==> config.mk <==
export PLATFORM = sky130hd
export DESIGN_NAME = mta_cordic
export DESIGN_NICKNAME = d
export VERILOG_FILES = /design/src/sv/mta_pkg.sv /design/src/sv/mta_cordic.sv
export SDC_FILE = /design/constraint.sdc
export NUM_CORES = 2
export LEC_CHECK = 0
export BUFFER_PORTS_ARGS = -buffer_cell sky130_fd_sc_hd__buf_4
export CELL_PAD_IN_SITES_DETAIL_PLACEMENT = 1
export CELL_PAD_IN_SITES_GLOBAL_PLACEMENT = 2
export CORE_AREA = 2 2 283 285
export CTS_BUF_LIST = sky130_fd_sc_hd__clkbuf_8
export CTS_CLUSTER_SIZE = 8
export DETAILED_ROUTE_END_ITERATION = 10
export DIE_AREA = 0 0 285 287
export HOLD_SLACK_MARGIN = 0.12
export PLACE_DENSITY_LB_ADDON = 0.1
export SLEW_MARGIN = 10
export SYNTH_ARGS = -nofsm -noshare
export SYNTH_HDL_FRONTEND = slang
export SYNTH_SLANG_ARGS = --single-unit
==> constraint.sdc <==
create_clock -name clock -period 20.9 [get_ports clock]
set_input_delay 3.135 -clock clock [delete_from_list [all_inputs] [get_ports clock]]
set_output_delay 3.135 -clock clock [all_outputs]
set_load 0.02 [all_outputs]
==> src/sv/mta_pkg.sv <==
// Shared types and constants for the matrix transform accumulator.
// Holds the request and response beat types, the RAM write port type,
// the CORDIC result type and the arctangent table. No dependencies.
package mta_pkg;

   localparam logic [2:0] FUNC_IDENTITY = 3'd0;
   localparam logic [2:0] FUNC_WRITE    = 3'd1;
   localparam logic [2:0] FUNC_MOVE     = 3'd2;
   localparam logic [2:0] FUNC_ROT_X    = 3'd3;
   localparam logic [2:0] FUNC_ROT_Y    = 3'd4;
   localparam logic [2:0] FUNC_ROT_Z    = 3'd5;
   // Spare codes leave the matrix untouched but still read it out.
   localparam logic [2:0] FUNC_SPARE_LO = 3'd6;
   localparam logic [2:0] FUNC_SPARE_HI = 3'd7;

   localparam int ATAN_LEN = 24;
   localparam logic signed [31:0] INV_TWO_PI_Q32  = 32'sd683565276;
   localparam logic signed [33:0] CORDIC_GAIN_Q30 = 34'sd652032874;

   localparam logic [31:0] ATAN_TURNS [ATAN_LEN] = '{
      32'd536870912, 32'd316933406, 32'd167458907, 32'd85004756,
      32'd42667331,  32'd21354465,  32'd10680862,  32'd5340245,
      32'd2670163,   32'd1335087,   32'd667544,    32'd333772,
      32'd166886,    32'd83443,     32'd41721,     32'd20860,
      32'd10430,     32'd5215,      32'd2607,      32'd1303,
      32'd651,       32'd325,       32'd162,       32'd81
   };

   typedef struct packed {
      logic [2:0]         func;
      logic [3:0]         elem_index;
      logic signed [31:0] elem_value;
      logic signed [31:0] move_x;
      logic signed [31:0] move_y;
      logic signed [31:0] move_z;
      logic signed [31:0] angle;
   } req_type;

   typedef struct packed {
      logic [3:0]         out_index;
      logic signed [31:0] out_value;
      logic               last;
   } rsp_type;

   typedef struct packed {
      logic               en;
      logic [3:0]         addr;
      logic signed [31:0] data;
   } ram_wr_type;

   typedef struct packed {
      logic               done;
      logic signed [31:0] sin;
      logic signed [31:0] cos;
   } cordic_res_type;

endpackage

==> src/sv/mta_cordic.sv <==
// Angle reduction and iterative rotation-mode CORDIC giving sine and cosine.
// Depends on mta_pkg for the arctangent table and result type.
module mta_cordic #(
   parameter int FRAC_BITS    = 16,
   parameter int CORDIC_STEPS = 16
) (
   input  logic                    clock,
   input  logic                    reset,
   input  logic                    start,
   input  logic signed [31:0]      angle,
   output mta_pkg::cordic_res_type res
);

   localparam int NSTEPS = (CORDIC_STEPS < mta_pkg::ATAN_LEN) ? CORDIC_STEPS
                                                              : mta_pkg::ATAN_LEN;
   localparam int DROP = 30 - FRAC_BITS;
   localparam logic signed [33:0] HALF = 34'sd1 <<< (DROP - 1);

   typedef enum logic [3:0] {
      C_IDLE  = 4'b0001,
      C_MUL   = 4'b0010,
      C_ITER  = 4'b0100,
      C_ROUND = 4'b1000
   } cstate_type;

   cstate_type         state_ff, state_in;
   logic [4:0]         step_ff, step_in;
   logic signed [63:0] prod_ff;
   logic signed [33:0] x_ff, y_ff, z_ff, x_in, y_in, z_in;
   logic               neg_ff, neg_in;
   logic               done_ff, done_in;
   logic signed [31:0] sin_ff, cos_ff, sin_in, cos_in;
   logic signed [63:0] phase_full;
   logic signed [33:0] z0, atan_val, xr, yr;

   always_comb begin
      state_in   = state_ff;
      step_in    = step_ff;
      x_in       = x_ff;
      y_in       = y_ff;
      z_in       = z_ff;
      neg_in     = neg_ff;
      done_in    = 1'b0;
      sin_in     = sin_ff;
      cos_in     = cos_ff;
      phase_full = prod_ff >>> FRAC_BITS;
      z0         = 34'(signed'(phase_full[31:0]));
      atan_val   = signed'({2'b00, mta_pkg::ATAN_TURNS[step_ff]});
      xr         = (x_ff + HALF) >>> DROP;
      yr         = (y_ff + HALF) >>> DROP;
      case (state_ff)
         C_IDLE: begin
            if (start) begin
               state_in = C_MUL;
            end
         end
         C_MUL: begin
            // Fold phases beyond a quarter turn by half a turn.
            neg_in = 1'b0;
            z_in   = z0;
            if (z0 > 34'sd1073741824) begin
               z_in   = z0 - 34'sd2147483648;
               neg_in = 1'b1;
            end else if (z0 < -34'sd1073741824) begin
               z_in   = z0 + 34'sd2147483648;
               neg_in = 1'b1;
            end
            x_in     = mta_pkg::CORDIC_GAIN_Q30;
            y_in     = '0;
            step_in  = '0;
            state_in = C_ITER;
         end
         C_ITER: begin
            if (!z_ff[33]) begin
               x_in = x_ff - (y_ff >>> step_ff);
               y_in = y_ff + (x_ff >>> step_ff);
               z_in = z_ff - atan_val;
            end else begin
               x_in = x_ff + (y_ff >>> step_ff);
               y_in = y_ff - (x_ff >>> step_ff);
               z_in = z_ff + atan_val;
            end
            step_in = step_ff + 5'd1;
            if (step_ff == 5'(NSTEPS - 1)) begin
               state_in = C_ROUND;
            end
         end
         C_ROUND: begin
            cos_in   = neg_ff ? 32'(-xr) : xr[31:0];
            sin_in   = neg_ff ? 32'(-yr) : yr[31:0];
            done_in  = 1'b1;
            state_in = C_IDLE;
         end
         default: begin
            state_in = C_IDLE;
         end
      endcase
   end

   always_ff @(posedge clock) begin
      if (reset) begin
         state_ff <= C_IDLE;
         done_ff  <= 1'b0;
      end else begin
         state_ff <= state_in;
         done_ff  <= done_in;
      end
      step_ff <= step_in;
      x_ff    <= x_in;
      y_ff    <= y_in;
      z_ff    <= z_in;
      neg_ff  <= neg_in;
      sin_ff  <= sin_in;
      cos_ff  <= cos_in;
      if (start) begin
         prod_ff <= angle * mta_pkg::INV_TWO_PI_Q32;
      end
   end

   assign res.done = done_ff;
   assign res.sin  = sin_ff;
   assign res.cos  = cos_ff;

endmodule

==> results.cfg <==
[floorplan]
rows = 103
io_pins = 100
fp.dieH_um = 287
die_w_um = 285
core_area_sq_mm = 0.0786
initial_core_util_pct = 44.6
die_area_sq_mm = 0.0818

[clock_tree]
hold_buffers = 0
cts_tree = yes
cts_buffer_depth = 3
clock_latency_ns = 0.67
cts_inserted_buffers = 44
clockRootBuffer = clkbuf_8
clk_pin_slew_worst_paths_ns = 0.06
cts_resized = 0
postCtsSetupRepairBufs = 0
cts_sinks = 209
h-tree-depth = 2

[place]
dp_cells = 4722
hpwl_um = 96000
place.port_buffers = 99
gp_congestion = 0.961

[timing]
fin_setup_tns_ns = 0
finClkSkew_ns = 0.0685
setup_viol = 0
rsz0062_at_grt = no
hold_violations = 0
fmax_mhz = 104
fin_crit_sh_pct = 46.1
min_period_ns = 9.63
drv_slew = 0
tightestPinTransition_ns = 1.40
slew_headroom_pct = 5.55

[final_layout]
drive_gt1_share_pct = 8.88
nets = 4487
area_growth_pct = 6.75
seq_area_sq_mm = 0.00623
final-instance-count-excl-fill = 4803
fillCellCount = 9080
multiInputGateArea_sq_mm = 0.0257

[synthesis]
syn_inst = 3700
ys_warn_count = 0
ys.flop_type = edfxtp_1
async_flop_share_pct = 0
synth_edf_count = 204
syn_nets = 4469
yosysTopAreaCellShare_pct = 19.9
synth.avg_cell_area_sq_um = 9.48
yosys-top-cells-area = fa_1 (20%), edfxtp_1 (17%), ha_1 (14%), inv_1 (6.7%), xnor2_1 (4.5%)
ys_seq_elements = 209
ys_types = 95
yosysSeqAreaShare_pct = 17.8
yosysTopAreaCell = fa_1
synthesis.area_sq_mm = 0.0351

[route]
first_iter_violations = 1721
dr_wl_met3_um = 4260
drcViolationCount = 0
vias = 27900
wl_per_cell_um = 24.6
top_layer = met4
routedLengthMet1_um = 48700
ant_nets = 0
dr.pass1.iters = 5
met2_length_um = 61200
routed_wl_um = 118000
vias_per_cell = 5.82

[worst_setup_path]
critPathCaptureType = flop
worstPathArrival_ns = 10.02
path_class = in2reg
cp_data_required_time_ns = 21.29
cp-start-kind = input pin
critPathMaxFanout = 6

[global_routing]
overflow = 0
grt_pass1_vias = 30700
antenna_found_initial = 1
grt_first_pass_wirelength_um = 182000
grt_usage_pct = 28.9
grt_max_degree = 116

[status]
status = complete, no violations

[min_path]
hold_path.class = reg2reg

[flow_run]
cap_violations = 0
cells by family (layout without fill, tap and decap cells):
logic type               count (synthesis)  count (layout)  share of synthesized area, %
adder cells (fa/ha/maj)                734             734                          33.7
multiplexers                           174             174                          7.86
other                                    0               1                             0
buffers and inverters                  789             841                          8.96
flip-flops                             209             209                          17.8
AND/OR/NAND/NOR                        758             758                          10.4
XOR/XNOR                               301             301                          7.54
AO/OA/AOI/OAI                          735             735                          13.8
metrics by stage:
| stage | setup WS [ns] | hold slack (ns) | area [sq um] | util, % |
|---|---|---|---|---|
| finish | 11.27 | 0.569 | 37400 | 47.6 |
| global route | 10.86 | 0.611 | 37400 | 47.6 |
| CTS | 11.29 | 0.561 | 37400 | 47.6 |
| detailed placement | 10.64 | 0.552 | 36600 | 46.6 |
| global placement | 10.69 | 0.525 | 36600 | 46.6 |
| floorplan | 11.48 | 0.463 | 35100 | - |
cells in the final DEF (no fill, tap or decap), types with 28 or more instances in the layout:
master	n
inv_1	648
ha_1	385
fa_1	349
nand2_1	214
nor2_1	209
edfxtp_1	204
xnor2_1	180
o21ai_0	169
a21oi_1	164
buf_4	132
xor2_1	120
mux4_2	68
mux2i_1	67
a21o_1	61
nand3_1	52
clkbuf_8	44
a31oi_1	41
a211oi_1	38
nor3_1	38
nor2b_1	37
o21a_1	35
and3_1	35
mux2_2	31
nand2b_1	28
routing by layer:
metal	GRT usage [%]	up-vias
met5	0	-
met4	9.62	0
met3	2.98	214
met2	53.1	643
met1	35.5	14300
li1	-	12800
synthesized netlist by cell type, types with 67 or more instances:
master,count
inv_1,626
ha_1,385
fa_1,349
nand2_1,214
nor2_1,210
edfxtp_1,204
xnor2_1,180
o21ai_0,169
a21oi_1,164
xor2_1,120
clkbuf_1,93
mux4_2,68
mux2i_1,67
path summary, 6_finish.rpt:
path	from	end	slack, ns	cells past startpoint
max	angle[10]	prod_ff[45]$_DFFE_PP_	11.27	22
min	state_ff[3]$_SDFFE_PP0P_	state_ff[0]$_SDFFE_PP1P_	0.57	2
max reg2reg	step_ff[0]$_SDFFCE_PP0N_	y_ff[31]$_SDFFCE_PP0N_	13.04	21
min reg2reg	state_ff[3]$_SDFFE_PP0P_	state_ff[0]$_SDFFE_PP1P_	0.57	2
area by class of cell:
type                            count  area share [%]
Antenna cell                        1         0.00669
Clock inverter                     36           0.515
Timing Repair Buffer              133            2.70
Tap cell                         1050            3.51
Sequential cell                   209            16.6
Inverter                          628            6.30
Clock buffer                       44            1.62
Multi-Input combinational cell   2702            68.7
worst max-delay path, stage by stage:
cell      delay [ns]
buf_4           0.15
inv_1           0.29
fa_1            0.51
fa_1            0.56
inv_1           0.05
ha_1            0.30
fa_1            0.47
fa_1            0.52
fa_1            0.54
fa_1            0.61
fa_1            0.43
ha_1            0.37
a21o_1          0.20
a211oi_1        0.24
o21ai_0         0.12
a31oi_1         0.31
o21bai_1        0.16
a32oi_1         0.26
o211ai_1        0.18
a31oi_1         0.33
o21bai_1        0.12
xor2_1          0.15
state kept, by name, summed over array words and instances (netlist names):
register  count
cos_ff       32
done_ff       1
sin_ff       32
state_ff      4
step_ff       5
z_ff         34
prod_ff      32
x_ff         34
y_ff         34
neg_ff        1
Power is left out: the tool's default activity adds up to more than one toggle a clock period on the data nets, which glitch-free logic cannot reach.
