### src/sv/mta_pkg.sv
// Shared types and constants for the matrix transform accumulator.
// Holds the request and response beat types, the RAM write port type,
// the CORDIC result type and the arctangent table. No dependencies.
package mta_pkg;

   localparam logic [2:0] FUNC_IDENTITY = 3'd0;
   localparam logic [2:0] FUNC_WRITE    = 3'd1;
   localparam logic [2:0] FUNC_MOVE     = 3'd2;
   localparam logic [2:0] FUNC_ROT_X    = 3'd3;
   localparam logic [2:0] FUNC_ROT_Y    = 3'd4;
   localparam logic [2:0] FUNC_ROT_Z    = 3'd5;
   // Spare codes leave the matrix untouched but still read it out.
   localparam logic [2:0] FUNC_SPARE_LO = 3'd6;
   localparam logic [2:0] FUNC_SPARE_HI = 3'd7;

   localparam int ATAN_LEN = 24;
   localparam logic signed [31:0] INV_TWO_PI_Q32  = 32'sd683565276;
   localparam logic signed [33:0] CORDIC_GAIN_Q30 = 34'sd652032874;

   localparam logic [31:0] ATAN_TURNS [ATAN_LEN] = '{
      32'd536870912, 32'd316933406, 32'd167458907, 32'd85004756,
      32'd42667331,  32'd21354465,  32'd10680862,  32'd5340245,
      32'd2670163,   32'd1335087,   32'd667544,    32'd333772,
      32'd166886,    32'd83443,     32'd41721,     32'd20860,
      32'd10430,     32'd5215,      32'd2607,      32'd1303,
      32'd651,       32'd325,       32'd162,       32'd81
   };

   typedef struct packed {
      logic [2:0]         func;
      logic [3:0]         elem_index;
      logic signed [31:0] elem_value;
      logic signed [31:0] move_x;
      logic signed [31:0] move_y;
      logic signed [31:0] move_z;
      logic signed [31:0] angle;
   } req_type;

   typedef struct packed {
      logic [3:0]         out_index;
      logic signed [31:0] out_value;
      logic               last;
   } rsp_type;

   typedef struct packed {
      logic               en;
      logic [3:0]         addr;
      logic signed [31:0] data;
   } ram_wr_type;

   typedef struct packed {
      logic               done;
      logic signed [31:0] sin;
      logic signed [31:0] cos;
   } cordic_res_type;

endpackage

### src/sv/mta_matrix_ram.sv
// Sixteen-entry matrix store with one write port and one registered read port.
// Depends on mta_pkg for the write port type.
module mta_matrix_ram (
   input  logic                clock,
   input  mta_pkg::ram_wr_type wr,
   input  logic [3:0]          rd_addr,
   output logic signed [31:0]  rd_data
);

   logic signed [31:0] mem [16];
   logic signed [31:0] rd_data_ff;

   always_ff @(posedge clock) begin
      if (wr.en) begin
         mem[wr.addr] <= wr.data;
      end
      rd_data_ff <= mem[rd_addr];
   end

   assign rd_data = rd_data_ff;

endmodule

### config.mk
export PLATFORM = sky130hd
export DESIGN_NAME = mta_matrix_ram
export DESIGN_NICKNAME = d
export VERILOG_FILES = /design/src/sv/mta_pkg.sv /design/src/sv/mta_matrix_ram.sv
export SDC_FILE = /design/constraint.sdc
export NUM_CORES = 1
export LEC_CHECK = 0
export ABC_CLOCK_PERIOD_IN_PS = 4800
export BUFFER_PORTS_ARGS = -buffer_cell sky130_fd_sc_hd__buf_2
export CORE_MARGIN = 4
export CORE_UTILIZATION = 25
export DETAILED_ROUTE_END_ITERATION = 8
export PLACE_DENSITY = 0.5
export RECOVER_POWER = 50
export SKIP_CTS_REPAIR_TIMING = 1
export SYNTH_ARGS = -nofsm -noshare
export SYNTH_HDL_FRONTEND = slang
export SYNTH_SLANG_ARGS = --single-unit
### constraint.sdc
create_clock -name clock -period 4.8 [get_ports clock]
set_input_delay 0.48 -clock clock [delete_from_list [all_inputs] [get_ports clock]]
set_output_delay 0.48 -clock clock [all_outputs]
set_load 0.05 [all_outputs]
==> impl_results.md, run 1 <==
* Starting density of the core at about a quarter
* RSZ-0062 raised after global routing: no
* Core Region at roughly 79,000 um2
* Largest net degree at the start of global routing at 77
* Synth top area cells: edfxtp_1, mux4_2, dfxtp_1
* Register Area at 16,020 um2
* Initial antenna violation count at 2
* Synthesis warning total at 0
* Final slew viol count at 33
* Via count at around 8,900
* IO buf count at 73
* Final setup violation count at 0
* Post-route non-filler standard cell count at 2,054
* Crit-path max cell delay at between 1.5 and 2 ns
* Period utilization at roughly two thirds
* Synth area leader: edfxtp_1
* Pwr dens at about 430 nW/um2
* H-tree levels at 2
* Reg power frac at a little over half
* Hold Path Class: in -> reg
* Worst-path maximum fanout at 17
* CTS root buffer: clkbuf_16
* Critical path launch point type: primary input
* Critical Path AT at around 3.4 ns
* Final WS setup at between 1.5 and 2 ns
* Post-Place Setup Slack at 2.017 ns
* #FFs+latches synth at between 500 and 600
* Kind of critical path: in -> reg
* Leak Pwr at around 7.3 nW
* Worst r2r src: mem[3][19]
* Hold path startpoint: wr[0]
* Slowest CP cell: nor2_1
* Sw Share at a little over a fifth
* Layout cells sized above 1 at just under 30%
* Cells along the critical path: clkbuf_1, nand2_1, nor2_1, buf_4
* Die footprint at between 80,000 and 90,000 um2
* Via density at 4.333
* WP buf/inv at 2
* Crit. Startpoint: wr[32]
* Die H at 289.8 um
* Max-cap violations at 2
* Most numerous cell in the Yosys netlist: edfxtp_1
* Post-Syn Instances at 838
* FP Rows at between 100 and 150
* CP required at ~5 ns
* Clk network pwr share at a little over two fifths
* WL final at approximately 47 mm
* Cts bufs inserted at between 50 and 60
* CP delay by family, top: simple AND/OR/NAND/NOR gates
* Synth Flop Type: edfxtp_1
* Nets at between 900 and 1,000
* GR Util All Layers at 11.02%
* VDD IR-drop max at around 0.00030 V
* GP Congestion at approximately 0.67
* Die W at approximately 290 um
* Syn Std Cell Area at ~20,000 um2
* Achievable frequency at around 320 MHz
* Layout area overhead at 18.04%
* Failing checks: max-capacitance violations, max-slew violations
* Status: finished, violations left
* Crit end category: flip-flop
* Mean post-synth cell area at about 24 um2
* Hpwl dp at about 25 mm
* CTS tree: built
* Placed Cells incl. Taps at about 1,900
* Clk pin slew, worst setup/hold paths at 0.06 ns
* Clock Path Buffers at 3
* Shortest period the worst path allows at 3.127 ns
* Proportion of synthesized chip area in sequential cells at roughly four fifths
* Number of flops mapped to enable cells by yosys at around 510
* Worst relative slew slack at -44.88%
* I/O pins at 74
* CTS sink cnt at ~540
* Fin. Hold Viols at 0
* Sw Pwr at 2.211 mW
* FILL cells at about 7,700
* Initial drt markers at ~700
* DRC at 0
* Post-route ant nets at 0
* GR Overflow Total at 0
* Worst-Skew Late Latency at roughly 0.62 ns
* Async SR Flop Fraction at 0%
* Setup_tns at 0 ns
* Net count after synthesis at slightly below 900
* Area of the multi-input gates at approximately 3700 um2
* Final Util at 29.71%
* Synth top area share at between 70 and 80%
* First-pass GRT wire length at roughly 68 mm
* Measured slew at the worst slew-check pin at 2.165 ns
* Gate power share at about 5.6%
* Yosys cell types at 18
* Most frequent cells after synthesis: edfxtp_1, mux4_2, a22oi_1
* Number of iterations in the first detailed-routing pass at 5
* Vias in the first global route at 9,580
* P_int at slightly below 8 mW
* Hold slack at 0.3515 ns
* Wire per inst at 22.75 um
* Final Skew at roughly 0.027 ns
final timing paths:
check                                   end  slack (ns)  cells past startpoint
worst min register to register  rd_data[27]        0.67                      3
worst min-delay path              mem[1][0]        0.35                      1
worst max-delay path              mem[7][5]        1.67                      4
worst max register to register  rd_data[19]        3.34                      3
per-layer routing:
layer	global-route usage [%]	share of wire [%]	vias up
li1	-	-	3814
met1	16.08	47	4804
met5	0	0.028	-
met2	17.05	46	223
met4	2.399	1.5	2
met3	2.334	5.3	57
power groups by stage:
stage	registers [mW]	clock network (mW)	logic [mW]
3_5_place_dp	5.45	0	0.594
2_1_floorplan	5.55	0	0.255
4_1_cts	5.35	4.38	0.595
6_report	5.34	4.25	0.574
5_1_grt	5.35	4.59	0.618
3_3_place_gp	5.44	0	0.586
cell usage in the layout, fill, tap and decap left out, types with 2 or more instances in the layout:
cell and instances:
edfxtp_1 512, mux4_2 128, a22oi_1 64, clkbuf_16 59
clkbuf_1 53, buf_2 38, nand2_1 33, dfxtp_1 32
buf_4 25, nor2_4 11, clkinv_2 10, clkinv_1 9
clkbuf_8 7, nor3_2 4, nor2b_4 2, nand3b_1 2
nor2_1 2, nand2b_1 2, bufinv_16 2, buf_12 2
through the flow:
stage          cell area (um2)  power, mW
4_1_cts                  23490      10.32
5_1_grt                  23430      10.57
2_1_floorplan            19850      5.802
6_report                 23440      10.17
3_5_place_dp             21680      6.039
3_3_place_gp             21680      6.029
kinds of logic (layout without fill, tap and decap cells):
group / after synthesis / count (layout) / share of synthesized area, %
and+or+nand+nor: 59 / 59 / 1.273
muxes: 128 / 128 / 14.52
AOI/OAI and AO/OA: 64 / 64 / 2.420
buffers and inverters: 43 / 208 / 1.122
DFF: 544 / 544 / 80.67
other: 0 / 1 / 0
worst register-to-register path, cell delays in order, from the launching register on:
cell and delay, ns:
edfxtp_1 0.35, mux4_2 0.49, a22oi_1 0.28, nand2_1 0.19
sequential cells by signal, summed over array words and instances (netlist names):
| name | flops |
|---|---|
| rd_data | 32 |
| mem | 512 |
cell type report:
type | count | area share (%)
flip-flops and latches | 544 | 68.34
multi-input cells | 251 | 15.94
clock buffers | 85 | 6.972
well taps | 1050 | 5.606
repair buffers | 99 | 2.370
clock inverters | 24 | 0.7688
diodes | 1 | 0.01068
Note: power is estimated with default switching activity, not from simulation.
==> inputs of run 2 (changes only) <==
Settings changed: ABC_CLOCK_PERIOD_IN_PS 4800 to 3200.
Clock period 4.8 ns to 3.2 ns, I/O delays scaled along.
==> run 2 against run 1 <==
The run now ends clean. Sequential cell count unchanged. Sequential power up 50%. Global-route usage down 0.23 points. Clock skew down 0.016 ns. Utilization up 0.18 points. Die area unchanged. First-iteration DRC count up 3.0%. Critical endpoint is now mem[15][7].
==> impl_results.md, run 2 (same netlist as run 1, synthesis figures left out) <==
* Status: completed (was finished, violations left)
* Layout area overhead at 18.74% (was 18.04%)
* Clock Path Buffers at 3 (unchanged)
* Hpwl dp at 25.29 mm (was 24.75 mm)
* WP buf/inv at 2 (unchanged)
* Total power at 15.12 mW (was 10.17 mW)
* Commonest non-fill, non-tap cell in the layout: edfxtp_1 (unchanged)
* CTS tree: built (unchanged)
* Die H at 289.8 um (unchanged)
* Hold path startpoint: wr[14] (was wr[0])
* Final WS setup at 0.9669 ns (was 1.673 ns)
* Final Util at 29.89% (was 29.71%)
* Layout cells sized above 1 at 29.14% (was 29.21%)
* Die footprint at 83,990 um2 (unchanged)
* Crit-path max cell delay at 1.12 ns (was 1.67 ns)
* Pwr dens at 641.2 nW/um2 (was 434.0 nW/um2)
* Via density at 4.344 (was 4.333)
* Vias in the first global route at 9,630 (was 9,580)
* Worst-Skew Late Latency at 0.59 ns (was 0.62 ns)
* Initial antenna violation count at 6 (was 2)
* End of the worst register-to-register path: rd_data[0] (was rd_data[19])
* FP Rows at 103 (unchanged)
* Post-Place Setup Slack at 1.066 ns (was 2.017 ns)
* RSZ-0062 raised after global routing: no (unchanged)
* Initial drt markers at 718 (was 697)
* Hold slack at 0.2263 ns (was 0.3515 ns)
* Worst hold stages at 1 (unchanged)
* GR Util All Layers at 10.79% (was 11.02%)
* GR Overflow Total at 0 (unchanged)
* Worst-path maximum fanout at 22 (was 17)
* FILL cells at 7,661 (was 7,668)
* Nets at 1,002 (was 996)
* R2R Setup Slk at 1.73 ns (was 3.34 ns)
* CTS root buffer: clkbuf_16 (unchanged)
* Commonest non-fill, non-tap cells in the layout: edfxtp_1, mux4_2, a22oi_1 (unchanged)
* Clk pin slew, worst setup/hold paths at 0.06 ns (about the same)
* Final instance area at 23,580 um2 (was 23,440 um2)
* CP delay by family, top: simple AND/OR/NAND/NOR gates (unchanged)
* CTS sink cnt at 544 (unchanged)
* Gate power share at 5.7% (was 5.6%)
* Most flop-heavy register: mem (unchanged)
* First-pass GRT wire length at 67.61 mm (was 68.46 mm)
* Reg power frac at 53.1% (was 52.6%)
* Core Region at 78,870 um2 (unchanged)
* Achievable frequency at between 400 and 500 MHz
* Via count at 8,958 (was 8,900)
* WL final at 45.78 mm (was 46.72 mm)
* Crit end category: flip-flop (unchanged)
* Die W at 289.8 um (unchanged)
* Fin. Hold Viols at 0 (unchanged)
* Cells along the critical path: clkbuf_1, nand2_1, nor2_1, buf_12 (was clkbuf_1, nand2_1, nor2_1, buf_4)
* Number of iterations in the first detailed-routing pass at 4 (was 5)
* Dpl cell area at 21,880 um2 (was 21,680 um2)
* Final Skew at 0.01060 ns (was 0.02665 ns)
* Starting density of the core at 25.17% (unchanged)
* CP required at 3.47 ns (was 5.06 ns)
* Final slew viol count at 0 (was 33)
* Max FFs per register at 512 (unchanged)
* Measured slew at the worst slew-check pin at 1.414 ns (was 2.165 ns)
* GP Congestion at 0.6736 (was 0.6717)
* VDD IR-drop max at 0.0003491 V (was 0.0003047 V)
* Max-cap violations at 0 (was 2)
* Leak Pwr at 7.311 nW (was 7.268 nW)
* Cts bufs inserted at 58 (unchanged)
* Setup_tns at 0 ns (unchanged)
* Critical Path AT at 2.50 ns (was 3.39 ns)
* DRC at 0 (unchanged)
* Hold Path Sink: mem[11][14] (was mem[1][0])
* Sw Share at 21.71% (was 21.74%)
* Largest net degree at the start of global routing at 36 (was 77)
* I/O pins at 74 (unchanged)
* Slowest CP cell: nor2_1 (unchanged)
* P_int at 11.84 mW (was 7.959 mW)
* Hold Path Class: in -> reg (unchanged)
* Shortest period the worst path allows at approximately 2.2 ns
* Period utilization at 69.78%
* Worst relative slew slack at 5.412% (was -44.88%)
* Post-route ant nets at 0 (unchanged)
* H-tree levels at 2 (unchanged)
* Kind of critical path: in -> reg (unchanged)
* Wire per inst at 22.20 um (was 22.75 um)
* Clk network pwr share at 41.1% (was 41.8%)
* Placed Cells incl. Taps at 1,950 (was 1,944)
* Worst r2r src: mem[3][0] (was mem[3][19])
* Sw Pwr at 3.281 mW (was 2.211 mW)
* Final setup violation count at 0 (unchanged)
* Critical path launch point type: primary input (unchanged)
* IO buf count at 73 (unchanged)
* Reg2reg path depth at 3 (unchanged)
* Post-route non-filler standard cell count at 2,062 (was 2,054)
-- run 2: worst register-to-register path, stage by stage, from the launching register on --
cell	delay [ns]
edfxtp_1	0.35
mux4_2	0.48
a22oi_1	0.30
nand2_1	0.18
-- run 2: power by group through the flow --
stage                     combinational (mW)  clock, mW  sequential (mW)
after floorplan                        0.383          0             8.32
after global placement                 0.889          0             8.18
after detailed placement               0.902          0             8.18
after CTS                              0.902       6.40             8.03
after global routing                   0.938       6.73             8.04
final                                  0.868       6.22             8.03
-- run 2: layout make-up --
class | instances | area [um2] | area share [%]
clock inverters | 35 | 257.7 | 1.093
diodes | 3 | 7.507 | 0.03184
clock buffers | 74 | 1511 | 6.411
flip-flops and latches | 544 | 16020 | 67.93
repair buffers | 105 | 735.7 | 3.121
multi-input cells | 251 | 3734 | 15.84
well taps | 1050 | 1314 | 5.573
-- run 2: worst max-delay path by stage --
stage	startpoint	endpoint	slack [ns]	cells after the start
global route	wr[33]	mem[15][3]	0.77	4
detailed placement	wr[34]	mem[3][11]	1.07	4
global placement	rd_addr[0]	rd_data[0]	1.07	5
floorplan	wr[34]	mem[8][0]	0.0007	2
finish	wr[33]	mem[15][7]	0.97	4
CTS	rd_data[22]	rd_data[22]	1.49	1
-- run 2: metal layers --
metal  part of all wire [%]  track usage, %
met1                     46           15.78
met2                     46           16.48
met3                    5.8           2.434
met4                    1.5           2.423
met5                  0.059               0
==> inputs of run 3 (changes only) <==
Settings changed: ABC_CLOCK_PERIOD_IN_PS 3200 to 2100.
Clock period 3.2 ns to 2.1 ns, I/O delays scaled along.
==> run 3 against run 2 <==
Register-to-register slack worse by 0.98 ns. Clock-buffer cell count shrank 8. Sequential power is 52% higher. Critical path depth unchanged. Non-clock buffer count rose by 20. Global-route usage shrank 0.052 points. Utilization increased by 0.37 points.
==> impl_results.md, run 3 (same netlist as run 1, synthesis figures left out) <==
* Worst-Skew Late Latency at 0.58 ns (was 0.59 ns)
* Shortest period the worst path allows at between 1.5 and 2 ns
* Number of iterations in the first detailed-routing pass at 5 (was 4)
* Worst relative slew slack at 49.73% (was 5.412%)
* Crit-path max cell delay at 0.63 ns (was 1.12 ns)
* H-tree levels at 2 (unchanged)
* Fin. Hold Viols at 0 (unchanged)
* Placed Cells incl. Taps at 1,953 (was 1,950)
* Largest net degree at the start of global routing at 54 (was 36)
* CTS sink cnt at 544 (unchanged)
* Layout cells sized above 1 at 30.12% (was 29.14%)
* Critical Path AT at 1.89 ns (was 2.50 ns)
* Commonest non-fill, non-tap cells in the layout: edfxtp_1, mux4_2, a22oi_1 (unchanged)
* Setup_tns at 0 ns (unchanged)
* Reg2reg path depth at 3 (unchanged)
* Top routing layer used: met5 (unchanged)
* Commonest non-fill, non-tap cell in the layout: edfxtp_1 (unchanged)
* First-pass GRT wire length at 67.30 mm (was 67.61 mm)
* FP Rows at 103 (unchanged)
* DR WL met3 at 2.101 mm (was 2.667 mm)
* Cells along the critical path: clkbuf_1, nand2b_1, nor2_4, clkbuf_4 (was clkbuf_1, nand2_1, nor2_1, buf_12)
* Crit end category: flip-flop (unchanged)
* Worst hold stages at 1 (unchanged)
* Most flop-heavy register: mem (unchanged)
* Period utilization at approximately four fifths
* CTS root buffer: clkbuf_16 (unchanged)
* CP required at 2.30 ns (was 3.47 ns)
* Final Skew at 0.01366 ns (was 0.01060 ns)
* FILL cells at 7,604 (was 7,661)
* Nets at 1,016 (was 1,002)
* Layout area overhead at 20.22% (was 18.74%)
* I/O pins at 74 (unchanged)
* GR Overflow Total at 0 (unchanged)
* Slowest CP cell: clkbuf_4 (was nor2_1)
* IO buf count at 73 (unchanged)
* Final slew viol count at 0 (unchanged)
* Max-cap violations at 0 (unchanged)
* Final instance area at 23,870 um2 (was 23,580 um2)
* VDD IR-drop max at 0.0006451 V (was 0.0003491 V)
* GR Util All Layers at 10.74% (was 10.79%)
* M1 WL at 22.01 mm (was 21.17 mm)
* Worst r2r src: mem[11][18] (was mem[3][0])
* Wire per inst at 22.12 um (was 22.20 um)
* Starting density of the core at 25.17% (unchanged)
* Final WS setup at 0.4170 ns (was 0.9669 ns)
* Via density at 4.350 (was 4.344)
* Initial drt markers at 840 (was 718)
* RSZ-0062 raised after global routing: no (unchanged)
* Initial antenna violation count at 3 (was 6)
* Die footprint at 83,990 um2 (unchanged)
* Hold Path Class: in -> reg (unchanged)
* Post-Place Setup Slack at 0.3226 ns (was 1.066 ns)
* Core Region at 78,870 um2 (unchanged)
* Max FFs per register at 512 (unchanged)
* Hpwl dp at 24.10 mm (was 25.29 mm)
* CTS tree: built (unchanged)
* Clock Path Buffers at 3 (unchanged)
* Via count at 8,987 (was 8,958)
* Final setup violation count at 0 (unchanged)
* Post-route ant nets at 0 (unchanged)
* Status: completed (unchanged)
* Die W at 289.8 um (unchanged)
* Pwr dens at 954.4 nW/um2 (was 641.2 nW/um2)
* ANT cells at 0 (was 3)
* Leak Pwr at 7.418 nW (was 7.311 nW)
* Measured slew at the worst slew-check pin at 0.7540 ns (was 1.414 ns)
* DRC at 0 (unchanged)
* Achievable frequency at between 500 and 600 MHz
* Vias in the first global route at 9,568 (was 9,630)
* Crit. Startpoint: wr[33] (unchanged)
* Clk pin slew, worst setup/hold paths at 0.06 ns (about the same)
* Dpl cell area at 22,090 um2 (was 21,880 um2)
* Cts bufs inserted at 52 (was 58)
* WL final at 45.70 mm (was 45.78 mm)
* Hold path startpoint: wr[13] (was wr[14])
* Post-route non-filler standard cell count at 2,066 (was 2,062)
* Die H at 289.8 um (unchanged)
* Critical path launch point type: primary input (unchanged)
* GP Congestion at 0.6829 (was 0.6736)
* Kind of critical path: in -> reg (unchanged)
* Worst-path maximum fanout at 32 (was 22)
* Met2 routed WL at 20.77 mm (was 21.23 mm)
## run 3: cell count changes in the layout (fill, tap and decap cells not counted), moves of 3 or more
cell	previous run	this run
clkbuf_1	49	38
inv_6	3	0
clkinv_1	17	8
diode_2	3	0
clkinvlp_4	1	4
buf_12	13	26
dlygate4sd3_1	0	17
clkinv_2	9	15
nor3_4	1	4
nor3_2	3	0
clkbuf_16	58	53
buf_4	19	7
clkbuf_8	1	9
## run 3: layout make-up
| cell class | instances | area, um2 | share of cell area (%) |
|---|---|---|---|
| clock buffer | 66 | 1455 | 6.097 |
| sequential | 544 | 16020 | 67.10 |
| multi-input combinational | 251 | 3767 | 15.78 |
| clock inverter | 30 | 225.2 | 0.9436 |
| tap | 1050 | 1314 | 5.504 |
| timing repair buffer | 125 | 1091 | 4.571 |
## run 3: through the flow
step / power, mW / hold WS (ns) / utilization (%)
after floorplan: 13.26 / 0.3089 / -
after detailed placement: 13.87 / 0.5976 / 28.01
after CTS: 23.08 / -0.03994 / 30.14
after global routing: 23.68 / 0.1741 / 30.26
after global placement: 13.84 / 0.5842 / 28.01
final: 22.78 / 0.1410 / 30.26
## run 3: path summary, 6_finish.rpt
path	slack, ns	endpoint
min	0.14	mem[15][13]
max	0.42	mem[10][29]
max reg2reg	0.75	rd_data[18]
min reg2reg	0.67	rd_data[0]
## run 3: where the power goes
part | internal (mW) | switching, mW | total [mW]
Sequential | 12.1 | 0.0871 | 12.2
Combinational | 0.493 | 0.894 | 1.39
Clock | 5.25 | 3.91 | 9.17
## run 3: per-layer routing
layer	global-route usage [%]	vias up
met3	2.120	61
met1	15.94	4893
met4	2.543	4
met2	16.29	191
li1	-	3838
met5	0	-
## run 3: worst max-delay path, delay by kind of cell
family / cells / cell delay [ns]
buffers and inverters: 2 / 1.11
and+or+nand+nor: 2 / 0.53
